===== src/spq_pkg.sv =====
// spq_pkg: shared types and constants of the sorted priority queue
// used by spq_cell, spq_outq, sorted_priority_queue and tb; no dependencies
package spq_pkg;

  localparam int CAPACITY = 128;
  localparam int DATA_W   = 32;
  localparam int CNT_W    = $clog2(CAPACITY + 1);
  localparam int FIELD_CNT_W = 8;

  localparam logic FUNC_INSERT = 1'b0;
  localparam logic FUNC_REMOVE = 1'b1;

  localparam logic signed [DATA_W-1:0] EMPTY_VALUE = {1'b1, {(DATA_W-1){1'b0}}};

  typedef enum logic [1:0] {
    ST_DONE  = 2'd0,
    ST_FULL  = 2'd1,
    ST_EMPTY = 2'd2
  } status_t;

  // broadcast from the top level to every cell
  typedef struct packed {
    logic                     ins;
    logic                     pop;
    logic signed [DATA_W-1:0] value;
    logic signed [DATA_W-1:0] prio;
  } cell_cmd_t;

  typedef struct packed {
    logic signed [DATA_W-1:0] removed_value;
    status_t                  status;
    logic [FIELD_CNT_W-1:0]   entry_count;
  } result_t;

endpackage


===== src/spq_outq.sv =====
// spq_outq: two-entry result queue between the cell row and the result port
// depends on spq_pkg
module spq_outq (
  input  logic             clk,
  input  logic             rst_n,
  input  logic             push,
  input  spq_pkg::result_t push_data,
  output logic             full,
  output logic             out_valid,
  input  logic             out_stall,
  output spq_pkg::result_t out_data
);
  import spq_pkg::*;

  logic    head_v_r, head_v_nxt;
  logic    tail_v_r, tail_v_nxt;
  result_t head_d_r, head_d_nxt;
  result_t tail_d_r, tail_d_nxt;
  logic    pop;

  assign pop = head_v_r && !out_stall;

  always_comb begin
    head_v_nxt = head_v_r && !pop;
    head_d_nxt = head_d_r;
    tail_v_nxt = tail_v_r;
    tail_d_nxt = tail_d_r;
    if (!head_v_nxt && tail_v_nxt) begin
      head_v_nxt = 1'b1;
      head_d_nxt = tail_d_r;
      tail_v_nxt = 1'b0;
    end
    if (push) begin
      if (!head_v_nxt) begin
        head_v_nxt = 1'b1;
        head_d_nxt = push_data;
      end else begin
        tail_v_nxt = 1'b1;
        tail_d_nxt = push_data;
      end
    end
  end

  always_ff @(posedge clk) begin
    if (!rst_n) begin
      head_v_r <= 1'b0;
      tail_v_r <= 1'b0;
    end else begin
      head_v_r <= head_v_nxt;
      tail_v_r <= tail_v_nxt;
    end
  end

  always_ff @(posedge clk) begin
    head_d_r <= head_d_nxt;
    tail_d_r <= tail_d_nxt;
  end

  assign full      = tail_v_r;
  assign out_valid = head_v_r;
  assign out_data  = head_d_r;

endmodule


===== config.mk =====
export PLATFORM = sky130hd
export DESIGN_NAME = spq_outq
export DESIGN_NICKNAME = d
export VERILOG_FILES = /design/src/spq_pkg.sv /design/src/spq_outq.sv
export SDC_FILE = /design/constraint.sdc
export NUM_CORES = 1
export LEC_CHECK = 0
export BUFFER_PORTS_ARGS = -buffer_cell sky130_fd_sc_hd__clkbuf_2
export CORE_UTILIZATION = 59
export CTS_BUF_LIST = sky130_fd_sc_hd__clkbuf_4 sky130_fd_sc_hd__clkbuf_8
export DETAILED_ROUTE_END_ITERATION = 12
export PLACE_DENSITY = 0.9
export SLEW_MARGIN = 20
export SYNTH_ARGS = -nofsm -noshare
export SYNTH_HDL_FRONTEND = slang
export SYNTH_SLANG_ARGS = --single-unit
export TNS_END_PERCENT = 20

===== constraint.sdc =====
create_clock -name clk -period 7.3 [get_ports clk]
set_clock_uncertainty 0.2 [all_clocks]
set_input_delay 1.095 -clock clk [delete_from_list [all_inputs] [get_ports clk]]
set_output_delay 1.095 -clock clk [all_outputs]
set_load 0.03 [all_outputs]

==> results.json <==
{
  "outcome": "completed",
  "p_per_area_mw_per_mm2": 269,
  "yosys.area_share.simple_pct": 5.21,
  "finalCritPeriodShare_pct": 41.4,
  "slew_violations": 0,
  "start_util_pct": 62.5,
  "cts_hold_buf": 0,
  "area_delta_synth_final_pct": 17.3,
  "whs_ns": 0.256,
  "dieArea_sq_mm": 0.00626,
  "drc_errors": 0,
  "die_h_um": 79.1,
  "final-setup-viol-count": 0,
  "synth_area_sq_mm": 0.00351,
  "fmax_mhz": 331,
  "hold_class": "reg2reg",
  "crit_family": "buffers and inverters",
  "crit_fanout": 46,
  "grt_pass1_vias": 2306,
  "core_sq_mm": 0.00561,
  "cap_violations": 0,
  "synth_top_family_by_area": "compound AO/OA/AOI/OAI gates",
  "layout_commonest_cell": "clkbuf_2",
  "rows": 27,
  "cp_slowest_stage_delay_ns": 0.69,
  "portBuffers": 89,
  "synthMuxAreaShare_pct": 0,
  "dpl.hpwl_um": 4390,
  "drt-total-wl_um": 6750,
  "slowest_stage": "clkbuf_2",
  "r2r_start": "out_valid",
  "clockBufferDepth": 2,
  "synth_seq_cells": 86,
  "min_delay_path_depth": 2,
  "cts_resized": 0,
  "ant_nets": 0,
  "htreeDepth": 3,
  "cp.depth": 4,
  "io_pins": 90,
  "synth-xor-area-share_pct": 0,
  "place_congestion": 0.715,
  "max-slew-margin-rel_pct": 38.6,
  "root_buffer": "clkbuf_8",
  "vias": 2325,
  "startpoint_type": "input port",
  "worst-path-buf-inv": 2,
  "ys_seq_area_share_pct": 61.1,
  "grt_max_degree": 47,
  "reg2regPathDepth": 5,
  "rsz0062_at_grt": "false",
  "min_period_ns": 3.02,
  "drive_above_1_share_pct": 46.8,
  "wl_per_cell_um": 16.8,
  "hold_start": "out_data[40]",
  "ir_worst_vdd_v": 0.000148,
  "antenna_found_initial": 0,
  "fp.dieW_um": 79.1,
  "fin_setup_tns_ns": 0,
  "clk_latency_ns": 0.34,
  "firstDrtPassIters": 4,
  "reg2reg_slack_ns": 4.92,
  "overflow": 0,
  "drt_iter0_markers": 129,
  "cp_cell_sequence": "clkbuf_2, nand2_2, buf_4, a2bb2oi_2",
  "arrival_ns": 3.03,
  "grt_pass1_wl_um": 10900,
  "endpoint_kind": "flop",
  "grt_util_all_layers_pct": 22.8,
  "synth_nets": 289,
  "synth_cell_types": 17,
  "cts_made_buffers": 9,
  "vias_per_cell": 5.77,
  "worstPathRequired_ns": 7.31,
  "worst_slew_pin_slew_ns": 0.921,
  "clk_pin_slew_ns": 0.08,
  "synth_compound_area_share_pct": 28.2,
  "path_class": "in2reg",
  "crit_path_start": "push",
  "postSynthCellCount": 243,
  "p_leak_uw": 0.00180,
  "final_cell_mix": "clkbuf_2 (89), dfxtp_1 (44), a22oi_1 (42), nand2_1 (42), edfxtp_1 (42)",
  "num_antenna_cells": 0,
  "hold_viol": 0,
  "yosys.area_share.adder_pct": 0.285,
  "cts.sinks": 86,
  "cts_tree": "yes",
  "yosysWarnings": 0,
  "synth.avg_cell_area_sq_um": 14.4,
  "nets": 372,
  "post_cts_buffers": 0
}
where the power goes:
group	leakage [uW]	internal, uW	switching (uW)
logic	0.000944	88.3	153
clock network	0.0000969	140	154
registers	0.000754	550	21.9
synth_stat cells:
master     number  area [sq um]
edfxtp_1       42          1260
and2_1          2          12.5
o31a_2          1          10.0
a2bb2oi_1       2          17.5
buf_4          13          97.6
a22oi_1        42           315
nand2_2         1          6.26
a21oi_4         1          16.3
clkbuf_4        4          30.0
maj3_1          1          10.0
nand2_1        42           158
a21boi_4        1          18.8
nor2b_1         1          6.26
buf_6           5          56.3
a2bb2oi_2      40           601
dfxtp_1        44           881
a21bo_1         1          10.0
sequential cells by signal, indices dropped and copies added, names as in the netlist:
register / cells
tail_d_r: 42
out_data: 42
out_valid: 1
full: 1
through the flow:
stage	std cells	power (uW)	area [sq um]	worst slack (ns)	util, %
final	403	1110	4110	4.28	73.3
after global routing	403	1150	4110	4.13	73.3
after CTS	401	1110	4070	4.19	72.5
after detailed placement	385	823	3890	3.82	69.3
after global placement	385	814	3890	3.90	69.3
after floorplan	243	756	3510	3.36	-
kinds of logic (layout without fill, tap and decap cells):
logic type                 after synthesis  count (layout)
AOI/OAI and AO/OA                       88              88
adders and majority gates                1               1
buffers and inverters                   22             110
DFF                                     86              86
and+or+nand+nor                         46              46
area by class of cell:
cell class / count / area, sq um
flip-flops and latches: 86 / 2140
fillers: 381 / 1500
multi-input cells: 135 / 1190
repair buffers: 94 / 515
clock buffers: 12 / 153
well taps: 72 / 90.1
clock inverters: 4 / 23.8
worst register-to-register path, cell delays in order, from the launching register on:
cell	delay [ns]
dfxtp_1	0.39
a21oi_4	0.15
buf_4	0.42
nand2_2	0.48
buf_4	0.44
a2bb2oi_2	0.18
layer usage:
layer | GRT usage [%] | wire, um
met3 | 4.25 | 364
met1 | 29.3 | 2990
met4 | 8.18 | 85
met2 | 38.4 | 3320
met5 | 0 | 0
worst paths after layout:
| kind | end |
|---|---|
| max | out_data[25] |
| max reg2reg | out_data[25] |
| min reg2reg | out_data[40] |
| min | out_data[40] |
No activity file was read; power rests on OpenSTA's default activity.
