## src/spq_pkg.sv

```systemverilog
// spq_pkg: shared types and constants of the sorted priority queue
// used by spq_cell, spq_outq, sorted_priority_queue and tb; no dependencies
package spq_pkg;

  localparam int CAPACITY = 128;
  localparam int DATA_W   = 32;
  localparam int CNT_W    = $clog2(CAPACITY + 1);
  localparam int FIELD_CNT_W = 8;

  localparam logic FUNC_INSERT = 1'b0;
  localparam logic FUNC_REMOVE = 1'b1;

  localparam logic signed [DATA_W-1:0] EMPTY_VALUE = {1'b1, {(DATA_W-1){1'b0}}};

  typedef enum logic [1:0] {
    ST_DONE  = 2'd0,
    ST_FULL  = 2'd1,
    ST_EMPTY = 2'd2
  } status_t;

  // broadcast from the top level to every cell
  typedef struct packed {
    logic                     ins;
    logic                     pop;
    logic signed [DATA_W-1:0] value;
    logic signed [DATA_W-1:0] prio;
  } cell_cmd_t;

  typedef struct packed {
    logic signed [DATA_W-1:0] removed_value;
    status_t                  status;
    logic [FIELD_CNT_W-1:0]   entry_count;
  } result_t;

endpackage

```

## src/spq_cell.sv

```systemverilog
// spq_cell: one slot of the shift-register priority queue
// depends on spq_pkg
module spq_cell (
  input  logic                              clk,
  input  spq_pkg::cell_cmd_t                cmd,
  input  logic                              occupied,
  input  logic                              prev_gt,
  input  logic signed [spq_pkg::DATA_W-1:0] prev_val,
  input  logic signed [spq_pkg::DATA_W-1:0] prev_pri,
  input  logic signed [spq_pkg::DATA_W-1:0] next_val,
  input  logic signed [spq_pkg::DATA_W-1:0] next_pri,
  output logic signed [spq_pkg::DATA_W-1:0] val,
  output logic signed [spq_pkg::DATA_W-1:0] pri,
  output logic                              gt
);
  import spq_pkg::*;

  logic signed [DATA_W-1:0] val_r, val_nxt;
  logic signed [DATA_W-1:0] pri_r, pri_nxt;

  // empty slots count as greater so the new entry lands at the first of them
  assign gt = !occupied || (pri_r > cmd.prio);

  always_comb begin
    val_nxt = val_r;
    pri_nxt = pri_r;
    if (cmd.ins && gt) begin
      if (prev_gt) begin
        val_nxt = prev_val;
        pri_nxt = prev_pri;
      end else begin
        val_nxt = cmd.value;
        pri_nxt = cmd.prio;
      end
    end else if (cmd.pop) begin
      val_nxt = next_val;
      pri_nxt = next_pri;
    end
  end

  always_ff @(posedge clk) begin
    val_r <= val_nxt;
    pri_r <= pri_nxt;
  end

  assign val = val_r;
  assign pri = pri_r;

endmodule

```

## config.mk

```make
export PLATFORM = sky130hd
export DESIGN_NAME = spq_cell
export DESIGN_NICKNAME = d
export VERILOG_FILES = /design/src/spq_pkg.sv /design/src/spq_cell.sv
export SDC_FILE = /design/constraint.sdc
export NUM_CORES = 1
export LEC_CHECK = 0
export BUFFER_PORTS_ARGS = -buffer_cell sky130_fd_sc_hd__buf_2
export CAP_MARGIN = 20
export CORE_MARGIN = 3
export CORE_UTILIZATION = 45
export DETAILED_ROUTE_END_ITERATION = 8
export GPL_TIMING_DRIVEN = 0
export PLACE_DENSITY = 0.81
export SETUP_SLACK_MARGIN = 0.4
export SYNTH_ARGS = -nofsm -noshare
export SYNTH_HDL_FRONTEND = slang
export SYNTH_SLANG_ARGS = --single-unit
```

## constraint.sdc

```tcl
create_clock -name clk -period 11 [get_ports clk]
set_clock_uncertainty 0.1 [all_clocks]
set_input_delay 2.2 -clock clk [delete_from_list [all_inputs] [get_ports clk]]
set_output_delay 2.2 -clock clk [all_outputs]
set_load 0.01 [all_outputs]
```

==> run_results.csv <==
group,metric,value,unit
timing,hold_viol_final,0,
yosys,syn-cell-area,0.00445,mm²
detailed_routing,viasPerCell,5.11,
timing,layout_setup_ws,4.37,ns
critical_path,cp.required,8.70,ns
cts,cts.clk_slew.worst_paths,0.08,ns
timing,setup_viol,0,
floorplan,rows,35,
critical_path,cp_max_fo,6,
detailed_routing,ant_nets,0,
floorplan,initial_utilization,47.3,%
timing,period_minus_slack,6.63,ns
layout,area_growth,37.2,%
cts,clockBufferDepth,2,
floorplan,io_pins,262,
floorplan,die_y,105,µm
cts,cts_resized,0,
cts,cts_post_setup_buffers_inserted,0,
power,p_leak,0.00305,µW
timing,slew_headroom,37.7,%
critical_path,crit_family,"simple AND/OR/NAND/NOR gates",
cts,clock_sinks,64,
cts,cts_root_buffer,"clkbuf_8",
cts,cts_tree,"built",
critical_path,critPathKind,"input pin to output pin",
grt,grt_usage,23.6,%
critical_path,crit_arrival,4.33,ns
run_status,status,"completed",
placement,pre_cts_ws,4.34,ns
worst_hold_path,min_from,"pri[31]$_DFFE_PP_",
cts,cts_buffers,9,
yosys,ys.warnings.count,0,
grt,globalRoute.totalOverflow,0,
critical_path,crit_path_top_delay_cell,"or4_1",
grt,grt_pass1_vias,4189,
run,cap_violations,0,
floorplan,die_area,0.0111,mm²
placement,placedCellCount,756,
worst_hold_path,hp-class,"flip-flop to flip-flop",
yosys,yosys_register_bits,64,
layout,drive_gt1_share,59.3,%
placement,place_hpwl,11000,µm
timing,slew_viol_final,0,
detailed_routing,post_drt_wl_per_cell,17.6,µm
critical_path,start_kind,"input pin",
floorplan,die_w,105,µm
timing,fmax,151,MHz
timing,tightestPinTransition,0.934,ns
critical_path,end_kind,"output pin",
yosys,synth_area_per_cell,12.1,µm²
yosys,synth_nets,596,
timing,fin_crit_sh,60.2,%
cts,cts_max_level,3,
placement,gp_congestion,0.893,
detailed_routing,dr.first_iter.drc_count,178,
detailed_routing,wl,13600,µm
grt,grt_max_degree,65,
grt,grt_pass1_wl,20600,µm
yosys,syn-instance-count,367,
cts,cts_hold_buf,0,
yosys,seq_area_frac_synth,43.2,%
cts,clk_latency,0.34,ns
critical_path,critPathBufInv,3,
detailed_routing,drc_errors,0,
yosys,yosysUniqueCellTypes,29,
detailed_routing,first_pass_iters,4,
critical_path,crit_start,"cmd[31]",
floorplan,core_area,0.00942,mm²
power,powerDensity,150,mW/mm²
power,power,914,µW
critical_path,crit_chain,"buf_2 -> inv_1 -> ha_1 -> nand4_1 -> or4_1 -> nor3_1 -> nor3_1 -> o21a_1 -> a21bo_2 -> buf_2",
layout,final_nets,867,
detailed_routing,dr_total_vias,3953,
critical_path,max_stage_delay,0.62,ns
placement,portBuffers,260,
power,irDropWorstVdd,0.0000954,V
grt,antenna_found_initial,1,
timing,setup_total_negative_slack,0,ns
critical_path,r2r-start,"pri[31]$_DFFE_PP_",
timing,rsz0062_at_grt,"false",
layout,fin_cells,773,
==> worst register-to-register path, cell delays in order (launching register included) <==
cell	delay, ns
edfxtp_1	0.39
ha_1	0.39
nand4_1	0.16
or4_1	0.62
nor3_1	0.23
o21ai_0	0.14
o311ai_1	0.14
buf_6	0.24
buf_6	0.20
or2_4	0.76
==> worst paths after layout <==
| check | end | slack, ns | cells after the start |
|---|---|---|---|
| hold reg to reg | val[31]$_DFFE_PP_ | 1.14 | 4 |
| hold / removal | val[31]$_DFFE_PP_ | 1.14 | 4 |
| setup / recovery | gt | 4.37 | 10 |
| setup reg to reg | pri[31]$_DFFE_PP_ | 7.22 | 9 |
==> layer usage <==
metal	track usage [%]	vias up	share of wire [%]
met3	6.18	31	7.6
met2	45.3	164	55
met1	24.1	1872	35
met4	8.81	0	2.6
met5	0	-	0
li1	-	1886	-
==> sequential cells by signal, indices dropped and copies added (netlist names) <==
register / cells
val: 32
pri: 32
==> cells in the mapped netlist <==
| cell | count | share of area [%] |
|---|---|---|
| edfxtp_1 | 64 | 43 |
| mux2_4 | 49 | 17 |
| mux2_2 | 48 | 12 |
| nand2_1 | 40 | 3.4 |
| o21ai_0 | 36 | 4.0 |
| inv_1 | 35 | 3.0 |
| ha_1 | 32 | 9.0 |
| a21oi_1 | 16 | 1.8 |
| clkbuf_1 | 8 | 0.67 |
| nand4_1 | 8 | 1.1 |
| buf_6 | 6 | 1.5 |
| buf_1 | 3 | 0.25 |
| nand3_1 | 3 | 0.34 |
| nor3_1 | 3 | 0.34 |
| o211ai_1 | 2 | 0.34 |
| a21bo_2 | 1 | 0.22 |
| a21o_1 | 1 | 0.17 |
| a221oi_1 | 1 | 0.20 |
| a2bb2oi_2 | 1 | 0.34 |
| and3_1 | 1 | 0.14 |
| buf_2 | 1 | 0.11 |
| nand2b_1 | 1 | 0.14 |
| nor2b_1 | 1 | 0.14 |
| nor4_1 | 1 | 0.14 |
| o21a_1 | 1 | 0.17 |
| o311ai_1 | 1 | 0.20 |
| or2_1 | 1 | 0.14 |
| or3_1 | 1 | 0.14 |
| or4_1 | 1 | 0.17 |
==> logic make-up after synthesis <==
group	synth area share, %
buf+inv	5.51
compound gates	7.48
simple gates	6.18
mux	28.7
flops	43.2
fa+ha+maj	8.99
==> cell usage in the layout (no fill, tap or decap), drive strengths merged <==
| master | n |
|---|---|
| or4 | 1 |
| bufinv | 1 |
| o311ai | 1 |
| mux2 | 97 |
| a2bb2oi | 1 |
| o211ai | 2 |
| nor3 | 3 |
| nor4 | 1 |
| nand2b | 1 |
| a21oi | 16 |
| nand2 | 40 |
| nand4 | 8 |
| clkbuf | 18 |
| ha | 32 |
| or3 | 1 |
| clkinv | 4 |
| buf | 270 |
| nand3 | 3 |
| nor2b | 1 |
| inv | 35 |
| a21o | 1 |
| a221oi | 1 |
| diode | 1 |
| clkinvlp | 1 |
| o21a | 1 |
| o21ai | 36 |
| edfxtp | 64 |
| or2 | 1 |
| and3 | 1 |
| a21bo | 1 |
==> stage by stage <==
step | hold WS, ns | utilization [%] | area, µm²
after floorplan | 1.09 | - | 4450
after global placement | 1.14 | 62.8 | 5910
after detailed placement | 1.14 | 62.8 | 5920
after CTS | 1.16 | 64.8 | 6100
after global routing | 1.26 | 64.9 | 6110
final | 1.14 | 64.9 | 6110
==> where the power goes <==
part / total, µW / switching (µW) / internal, µW / leakage [µW]
Combinational: 354 / 173 / 181 / 0.00230
Clock: 200 / 96.3 / 104 / 0.0000937
Sequential: 360 / 20.8 / 339 / 0.000651
==> cell type report <==
type	instances	area, µm²
diodes	1	2.50
plain buffers	18	114
clock buffers	10	128
clock inverters	6	60.1
fillers	741	3310
inverters	35	131
multi-input cells	250	2290
flip-flops and latches	64	1920
well taps	129	161
repair buffers	260	1300
Power figures use the tool's default switching activity.
